File: config.mk
export PLATFORM = sky130hd
export DESIGN_NAME = per_source_duplicate_filter_top
export DESIGN_NICKNAME = d
export VERILOG_FILES = /design/src/hdl/psdf_pkg.sv /design/src/hdl/per_source_duplicate_filter_top.sv /design/src/hdl/psdf_ctrl.sv /design/src/hdl/psdf_datapath.sv
export SDC_FILE = /design/constraint.sdc
export NUM_CORES = 1
export LEC_CHECK = 0
export BUFFER_PORTS_ARGS = -buffer_cell sky130_fd_sc_hd__buf_2
export CAP_MARGIN = 40
export CELL_PAD_IN_SITES_DETAIL_PLACEMENT = 0
export CELL_PAD_IN_SITES_GLOBAL_PLACEMENT = 2
export CORE_MARGIN = 2
export CORE_UTILIZATION = 55
export DETAILED_ROUTE_END_ITERATION = 8
export GPL_TIMING_DRIVEN = 1
export PLACE_DENSITY_LB_ADDON = 0.1
export SETUP_SLACK_MARGIN = 0.5
export SYNTH_ARGS = -nofsm -noshare
export SYNTH_HDL_FRONTEND = slang
export SYNTH_SLANG_ARGS = --single-unit
File: constraint.sdc
create_clock -name clk -period 10.1 [get_ports clk]
set_clock_uncertainty 0.05 [all_clocks]
set_input_delay 0.505 -clock clk [delete_from_list [all_inputs] [get_ports clk]]
set_output_delay 0.505 -clock clk [all_outputs]
set_load 0.03 [all_outputs]
File: src/hdl/psdf_pkg.sv
// ----------------------------------------------------------------------------
// psdf_pkg: shared types and constants of the duplicate filter
// Field widths, stream word layout and controller/datapath interface structs.
// ----------------------------------------------------------------------------
package psdf_pkg;

  localparam int ADDR_W              = 48;
  localparam int SEQ_W               = 16;
  localparam int IN_TDATA_W          = 64;  // address + sequence, byte aligned
  localparam int OUT_TDATA_W         = 8;   // two flags padded to one byte
  localparam int DEF_TABLE_ENTRIES   = 16;

  // stream word bit positions
  localparam int IN_ADDR_LSB         = 0;
  localparam int IN_SEQ_LSB          = ADDR_W;
  localparam int OUT_NEW_BIT         = 0;
  localparam int OUT_FULL_BIT        = 1;

  // controller -> datapath
  typedef struct packed {
    logic load;    // capture an input word, restart the search
    logic step;    // read the next table entry
    logic finish;  // commit the decision, update table, post the result
  } psdf_cmd_t;

  // datapath -> controller
  typedef struct packed {
    logic hit;        // entry under compare holds the source
    logic exhausted;  // every valid entry has been compared, no hit
    logic out_free;   // result register can take a word this cycle
  } psdf_status_t;

  typedef enum logic [1:0] {
    ST_IDLE   = 2'b01,
    ST_SEARCH = 2'b10
  } psdf_state_t;

endpackage

File: src/hdl/per_source_duplicate_filter_top.sv
// ----------------------------------------------------------------------------
// per_source_duplicate_filter_top: receive-side per-source duplicate filter
// Keeps each known source address with its last accepted sequence number.
// ----------------------------------------------------------------------------
// Usage
//   Input stream (in_*): one word per received frame, source address in
//   in_tdata[47:0], sequence number in in_tdata[63:48].
//   Output stream (out_*): one word per input, is_new in out_tdata[0],
//   table_full in out_tdata[1], upper bits zero.
//   A known source gives is_new only for a strictly larger sequence, which
//   then replaces the stored one. An unknown source is appended and reported
//   new; with the table full it is reported new, not stored, table_full set.
// Timing
//   The table is one memory walked by one read port, one entry per cycle
//   with registered read data. A hit ends the walk at its entry; a miss
//   walks all stored entries, and with the table empty no entry is read.
//   One word is in work at a time: in_tready is high only between searches,
//   so a new word is taken only after the result of the last is committed.
// Reset and stall
//   rst_n (synchronous, active low) empties the table at once; no clearing
//   pass is needed. A stalled output holds its word; the next input may be
//   taken and searched meanwhile, and its result waits for the free slot.
// ----------------------------------------------------------------------------
module per_source_duplicate_filter_top #(
  parameter int TABLE_ENTRIES = psdf_pkg::DEF_TABLE_ENTRIES  // 1 .. 256
) (
  input  logic                              clk,
  input  logic                              rst_n,
  input  logic                              in_tvalid,
  output logic                              in_tready,
  input  logic [psdf_pkg::IN_TDATA_W-1:0]   in_tdata,   // source_address, sequence_number
  output logic                              out_tvalid,
  input  logic                              out_tready,
  output logic [psdf_pkg::OUT_TDATA_W-1:0]  out_tdata   // is_new, table_full, zero pad
);

  psdf_pkg::psdf_cmd_t    cmd;
  psdf_pkg::psdf_status_t st;

  psdf_ctrl u_ctrl (
    .clk       (clk),
    .rst_n     (rst_n),
    .in_tvalid (in_tvalid),
    .in_tready (in_tready),
    .st        (st),
    .cmd       (cmd)
  );

  psdf_datapath #(
    .TABLE_ENTRIES (TABLE_ENTRIES)
  ) u_datapath (
    .clk        (clk),
    .rst_n      (rst_n),
    .in_tdata   (in_tdata),
    .cmd        (cmd),
    .st         (st),
    .out_tvalid (out_tvalid),
    .out_tready (out_tready),
    .out_tdata  (out_tdata)
  );

endmodule

File: src/hdl/psdf_ctrl.sv
// ----------------------------------------------------------------------------
// psdf_ctrl: search sequencer of the duplicate filter
// Accepts a word, walks the table one entry a cycle, then commits the result.
// ----------------------------------------------------------------------------
module psdf_ctrl (
  input  logic                  clk,
  input  logic                  rst_n,
  input  logic                  in_tvalid,
  output logic                  in_tready,
  input  psdf_pkg::psdf_status_t st,
  output psdf_pkg::psdf_cmd_t    cmd
);

  psdf_pkg::psdf_state_t state_r, state_nxt;
  logic decided;

  assign in_tready = (state_r == psdf_pkg::ST_IDLE);
  assign decided   = st.hit || st.exhausted;

  always_comb begin
    state_nxt  = state_r;
    cmd.load   = 1'b0;
    cmd.step   = 1'b0;
    cmd.finish = 1'b0;
    unique case (state_r)
      psdf_pkg::ST_IDLE: begin
        if (in_tvalid) begin
          cmd.load  = 1'b1;
          state_nxt = psdf_pkg::ST_SEARCH;
        end
      end
      psdf_pkg::ST_SEARCH: begin
        cmd.step = !decided;
        if (decided && st.out_free) begin
          cmd.finish = 1'b1;
          state_nxt  = psdf_pkg::ST_IDLE;
        end
      end
      default: state_nxt = psdf_pkg::ST_IDLE;
    endcase
  end

  always_ff @(posedge clk) begin
    if (!rst_n) begin
      state_r <= psdf_pkg::ST_IDLE;
    end else begin
      state_r <= state_nxt;
    end
  end

endmodule

File: src/hdl/psdf_datapath.sv
// ----------------------------------------------------------------------------
// psdf_datapath: source table, compare logic and result register
// One read port walks the table; one write port updates or appends an entry.
// ----------------------------------------------------------------------------
module psdf_datapath #(
  parameter int TABLE_ENTRIES = psdf_pkg::DEF_TABLE_ENTRIES
) (
  input  logic                              clk,
  input  logic                              rst_n,
  input  logic [psdf_pkg::IN_TDATA_W-1:0]   in_tdata,
  input  psdf_pkg::psdf_cmd_t               cmd,
  output psdf_pkg::psdf_status_t            st,
  output logic                              out_tvalid,
  input  logic                              out_tready,
  output logic [psdf_pkg::OUT_TDATA_W-1:0]  out_tdata
);

  localparam int IDX_W = (TABLE_ENTRIES > 1) ? $clog2(TABLE_ENTRIES) : 1;
  localparam int CNT_W = $clog2(TABLE_ENTRIES + 1);
  localparam logic [CNT_W-1:0] FULL_CNT = CNT_W'(TABLE_ENTRIES);

  logic [psdf_pkg::ADDR_W-1:0] mem_addr [TABLE_ENTRIES];
  logic [psdf_pkg::SEQ_W-1:0]  mem_seq  [TABLE_ENTRIES];

  logic [psdf_pkg::ADDR_W-1:0] key_addr_r, rd_addr_r;
  logic [psdf_pkg::SEQ_W-1:0]  key_seq_r, rd_seq_r;
  logic [CNT_W-1:0]            rd_idx_r, count_r;
  logic [IDX_W-1:0]            cmp_idx_r, wr_idx;
  logic                        cmp_v_r;
  logic                        out_valid_r, out_new_r, out_full_r;

  logic more, hit, seq_newer, tbl_full;
  logic wr_seq, wr_addr, res_new, res_full;

  assign more      = rd_idx_r < count_r;
  assign hit       = cmp_v_r && (rd_addr_r == key_addr_r);
  assign seq_newer = key_seq_r > rd_seq_r;
  assign tbl_full  = (count_r == FULL_CNT);

  assign st.hit       = hit;
  assign st.exhausted = !cmp_v_r && !more;
  assign st.out_free  = !out_valid_r || out_tready;

  // hit: refresh sequence if newer; miss: append unless full
  assign wr_seq   = cmd.finish && (hit ? seq_newer : !tbl_full);
  assign wr_addr  = cmd.finish && !hit && !tbl_full;
  assign wr_idx   = hit ? cmp_idx_r : count_r[IDX_W-1:0];
  assign res_new  = hit ? seq_newer : 1'b1;
  assign res_full = !hit && tbl_full;

  // table and read register
  always_ff @(posedge clk) begin
    if (wr_addr) begin
      mem_addr[wr_idx] <= key_addr_r;
    end
    if (wr_seq) begin
      mem_seq[wr_idx] <= key_seq_r;
    end
    if (cmd.step && more) begin
      rd_addr_r <= mem_addr[rd_idx_r[IDX_W-1:0]];
      rd_seq_r  <= mem_seq[rd_idx_r[IDX_W-1:0]];
      cmp_idx_r <= rd_idx_r[IDX_W-1:0];
    end
    if (cmd.load) begin
      key_addr_r <= in_tdata[psdf_pkg::IN_ADDR_LSB +: psdf_pkg::ADDR_W];
      key_seq_r  <= in_tdata[psdf_pkg::IN_SEQ_LSB +: psdf_pkg::SEQ_W];
    end
    if (cmd.finish) begin
      out_new_r  <= res_new;
      out_full_r <= res_full;
    end
  end

  // control state
  always_ff @(posedge clk) begin
    if (!rst_n) begin
      rd_idx_r    <= '0;
      cmp_v_r     <= 1'b0;
      count_r     <= '0;
      out_valid_r <= 1'b0;
    end else begin
      if (cmd.load) begin
        rd_idx_r <= '0;
        cmp_v_r  <= 1'b0;
      end else if (cmd.step) begin
        cmp_v_r <= more;
        if (more) begin
          rd_idx_r <= rd_idx_r + CNT_W'(1);
        end
      end
      if (wr_addr) begin
        count_r <= count_r + CNT_W'(1);
      end
      if (cmd.finish) begin
        out_valid_r <= 1'b1;
      end else if (out_tready) begin
        out_valid_r <= 1'b0;
      end
    end
  end

  always_comb begin
    out_tdata                         = '0;
    out_tdata[psdf_pkg::OUT_NEW_BIT]  = out_new_r;
    out_tdata[psdf_pkg::OUT_FULL_BIT] = out_full_r;
  end
  assign out_tvalid = out_valid_r;

  a_count_bound : assert property (@(posedge clk) disable iff (!rst_n)
    count_r <= FULL_CNT)
    else $error("entry count beyond table size");

  a_count_step : assert property (@(posedge clk) disable iff (!rst_n)
    ($past(rst_n) && (count_r != $past(count_r))) |->
      (count_r == $past(count_r) + CNT_W'(1)))
    else $error("entry count moved by other than one");

  a_finish_posts : assert property (@(posedge clk) disable iff (!rst_n)
    cmd.finish |=> out_valid_r)
    else $error("committed result not posted");

  a_hit_no_full : assert property (@(posedge clk) disable iff (!rst_n)
    (cmd.finish && hit) |=> !out_full_r)
    else $error("full flag raised on a table hit");

endmodule

==> results.py <==
metrics = {
    "logic_synthesis": {
        "synth_area_um2": 44500,
        "ys.flop_type": "edfxtp_1",
        "synth.distinct_cells": 54,
        "syn_inst": 1855,
        "async_flop_share_pct": 0,
        "synth_seq_cells": 1172,
        "yosysWarnings": 0,
        "synth.avg_cell_area_um2": 24.0,
        "synth_edf_count": 1158,
        "ys_seq_area_share_pct": 78.7,
    },
    "clock_network": {
        "cts_buffer_depth": 3,
        "clk_latency_ns": 0.68,
        "cts.sinks": 1172,
        "ctsResizeCount": 0,
        "numCtsBuffers": 118,
        "cts_tree": "yes",
        "clk_pin_slew_ns": 0.06,
        "root_buffer": "clkbuf_16",
        "cts-htree-levels": 3,
    },
    "timing": {
        "drv_slew": 0,
        "rsz0062_at_grt": "no",
        "worstMarginPinSlew_ns": 0.881,
        "min_period_over_period_pct": 52.6,
        "slew_headroom_pct": 41.2,
        "timing.fmax_mhz": 188,
        "setup_viol": 0,
        "fin_tns_setup_ns": 0,
        "fin_crit_ns": 5.32,
        "hold_viol_final": 0,
        "hold_slack_ns": 0.0316,
    },
    "critical_path": {
        "start_kind": "register",
        "crit_arrival_ns": 5.56,
        "reg2reg_depth": 9,
        "crit_required_ns": 10.34,
        "rrSetupSlack_ns": 4.78,
        "slowest_delay_ns": 0.72,
        "critPathBufInv": 2,
        "reg2reg_to": "u_datapath.mem_addr[2][4]",
        "cpLargestDelayFamily": "simple AND/OR/NAND/NOR gates",
        "timing.rr.start": "u_datapath.key_addr_r[42]",
        "crit_chain": "xnor2_1 > nand2_1 > or4_1 > or4_1 > buf_16 > mux2i_1 > or2_2 > nor2_4 > buf_4",
        "critical_path_class": "register to register",
        "cp-end-kind": "register",
        "worstPathMaxFanout": 33,
        "slowest_stage": "or4_1",
        "crit_top_cell": "or4_1",
    },
    "detailed_routing": {
        "via_count": 19700,
        "drt_iter0_markers": 1878,
        "detail_route.vias_per_cell": 6.06,
        "ant_nets": 0,
        "wl_um": 94200,
        "drc_errors": 0,
        "drt_first_pass_iters": 5,
        "wl_per_cell_um": 29.0,
    },
    "job": {
        "cap_viol_max_count": 0,
    },
    "finish": {
        "n_fill_cell": 5368,
        "fin_cells": 3247,
        "areaGrowthSynthToFinish_pct": 15.2,
        "final_nets": 2182,
        "register_area_um2": 35100,
        "drive_gt1_share_pct": 31.0,
        "diodes": 0,
        "multi_input_area_um2": 9260,
    },
    "floorplanning": {
        "initial_core_util_pct": 55.4,
        "dieHeight_um": 289,
        "io_pins": 78,
        "die_x_um": 289,
        "rows": 104,
        "core_um2": 80400,
        "dieArea_um2": 83300,
    },
    "global_routing": {
        "grt_pass1_vias": 20600,
        "grt_pass1_wl_um": 138000,
        "antenna_found_initial": 3,
        "overflow": 0,
        "grtUsageTotal_pct": 23.2,
        "grt_max_degree": 96,
    },
    "worst_hold_path": {
        "min-delay-start": "in_tdata[51]",
        "holdPathStages": 1,
        "holdPathEnd": "u_datapath.key_seq_r[3]",
        "hold_class": "input port to register",
    },
    "placement": {
        "numPortBuffers": 71,
        "routabilityCongestion": 0.705,
        "hpwlAfterDp_um": 52400,
        "dp.cells": 2974,
    },
    "power_and_ir_drop": {
        "p_sw_share_pct": 19.6,
        "p_sw_mw": 1.92,
        "pwr-share-comb_pct": 1.2,
        "p_clk_share_pct": 43.1,
        "p_int_mw": 7.87,
        "pwr-share-seq_pct": 55.7,
        "power_density_nw_per_um2": 191,
        "max-vdd-ir-drop_mv": 0.159,
        "leakagePower_nw": 15.7,
    },
    "outcome": {
        "status": "finished clean",
    },
}
-- state kept, by name, indices dropped and copies added (netlist names) --
register,count
u_datapath.mem_addr,768
u_datapath.mem_seq,256
u_datapath.key_addr_r,48
u_datapath.rd_addr_r,48
u_datapath.key_seq_r,16
u_datapath.rd_seq_r,16
u_datapath.count_r,5
u_datapath.rd_idx_r,5
u_datapath.cmp_idx_r,4
u_ctrl.state_r,2
u_datapath.cmp_v_r,1
u_datapath.out_full_r,1
u_datapath.out_new_r,1
u_datapath.out_tvalid,1
-- logic make-up (layout without fill, tap and decap cells) --
logic type                 count (synthesis)  after routing  synth area share, %
adders and majority gates                 23             23                0.646
and+or+nand+nor                          139            139                 1.71
muxes                                    325            325                 16.3
other                                      1              6              0.00842
buffers and inverters                    108            435                 1.03
xor gates and xnor gates                  52             52                 1.02
AOI/OAI and AO/OA                         35             35                0.587
DFF                                     1172           1172                 78.7
-- through the flow --
| stage | setup WS, ns | cell area (µm²) | util (%) | total power [mW] |
|---|---|---|---|---|
| final | 4.78 | 51300 | 63.8 | 9.78 |
| after global routing | 4.60 | 51300 | 63.8 | 10.1 |
| after CTS | 4.74 | 51300 | 63.8 | 9.86 |
| after detailed placement | 4.75 | 47000 | 58.4 | 5.65 |
| after global placement | 4.61 | 46500 | 57.8 | 5.64 |
| after floorplan | 4.64 | 44600 | - | 5.58 |
-- cell usage in the layout, fill, tap and decap left out, types with 21 or more instances in the layout --
master and instances:
inv_1 22, clkinv_1 30, mux4_2 320, clkbuf_16 119, xnor2_1 37, edfxtp_1 1158, buf_2 71, dlygate4sd3_1 57
clkbuf_1 21, ha_1 23, buf_4 47
-- synthesized netlist by cell type (7+ instances only) --
library cell  number  area, µm²
nand2_1           18       67.6
xnor2_1           37        324
ha_1              23        288
nor3_1            17       85.1
nor2b_1            7       43.8
inv_1             22       82.6
nor2_1            31        116
buf_1             28        105
xor2_1            15        131
buf_4              8       60.1
nand4_1           19        119
nand3_1            9       45.0
clkbuf_1          46        173
edfxtp_1        1158      34800
a21oi_1           11       55.1
dfxtp_1           14        280
mux4_2           320       7210
-- how the worst max path moves through the flow --
stage	from	endpoint	slack [ns]	cells past startpoint
finish	u_datapath.key_addr_r[42]	u_datapath.mem_addr[2][4]	4.78	9
global route	u_datapath.key_addr_r[39]	u_datapath.mem_addr[2][4]	4.60	9
CTS	u_datapath.key_addr_r[42]	u_datapath.mem_addr[2][4]	4.74	9
detailed placement	u_datapath.key_addr_r[42]	u_datapath.mem_addr[2][11]	4.75	9
global placement	u_datapath.key_addr_r[42]	u_datapath.mem_addr[2][17]	4.61	8
floorplan	u_datapath.key_addr_r[39]	u_datapath.mem_addr[5][0]	4.64	8
-- cell type report --
cell class / count / area share, %
well taps: 1060 / 2.58
repair buffers: 197 / 3.58
inverters: 22 / 0.161
clock inverters: 76 / 1.37
multi-input cells: 580 / 18.0
flip-flops and latches: 1172 / 68.3
clock buffers: 140 / 5.95
-- power groups by stage --
| stage | Clock [mW] | Sequential (mW) | Combinational (mW) |
|---|---|---|---|
| finish | 4.22 | 5.45 | 0.115 |
| global placement | 0 | 5.54 | 0.0988 |
| floorplan | 0 | 5.53 | 0.0470 |
| CTS | 4.30 | 5.45 | 0.117 |
| global route | 4.49 | 5.46 | 0.123 |
| detailed placement | 0 | 5.55 | 0.0988 |
-- per-layer routing --
layer,global-route usage [%],routed length (µm),vias to the layer above
met3,3.21,4790,119
li1,-,-,8381
met5,0,0,-
met4,6.08,1980,0
met2,39.2,48400,583
met1,32.5,39000,10600
-- repair_timing --
item,4_1_cts,5_1_grt
buffers inserted,0,0
endpoints found under the hold margin,55,2
hold buffers,55,2
(Power assumes the default switching activity.)
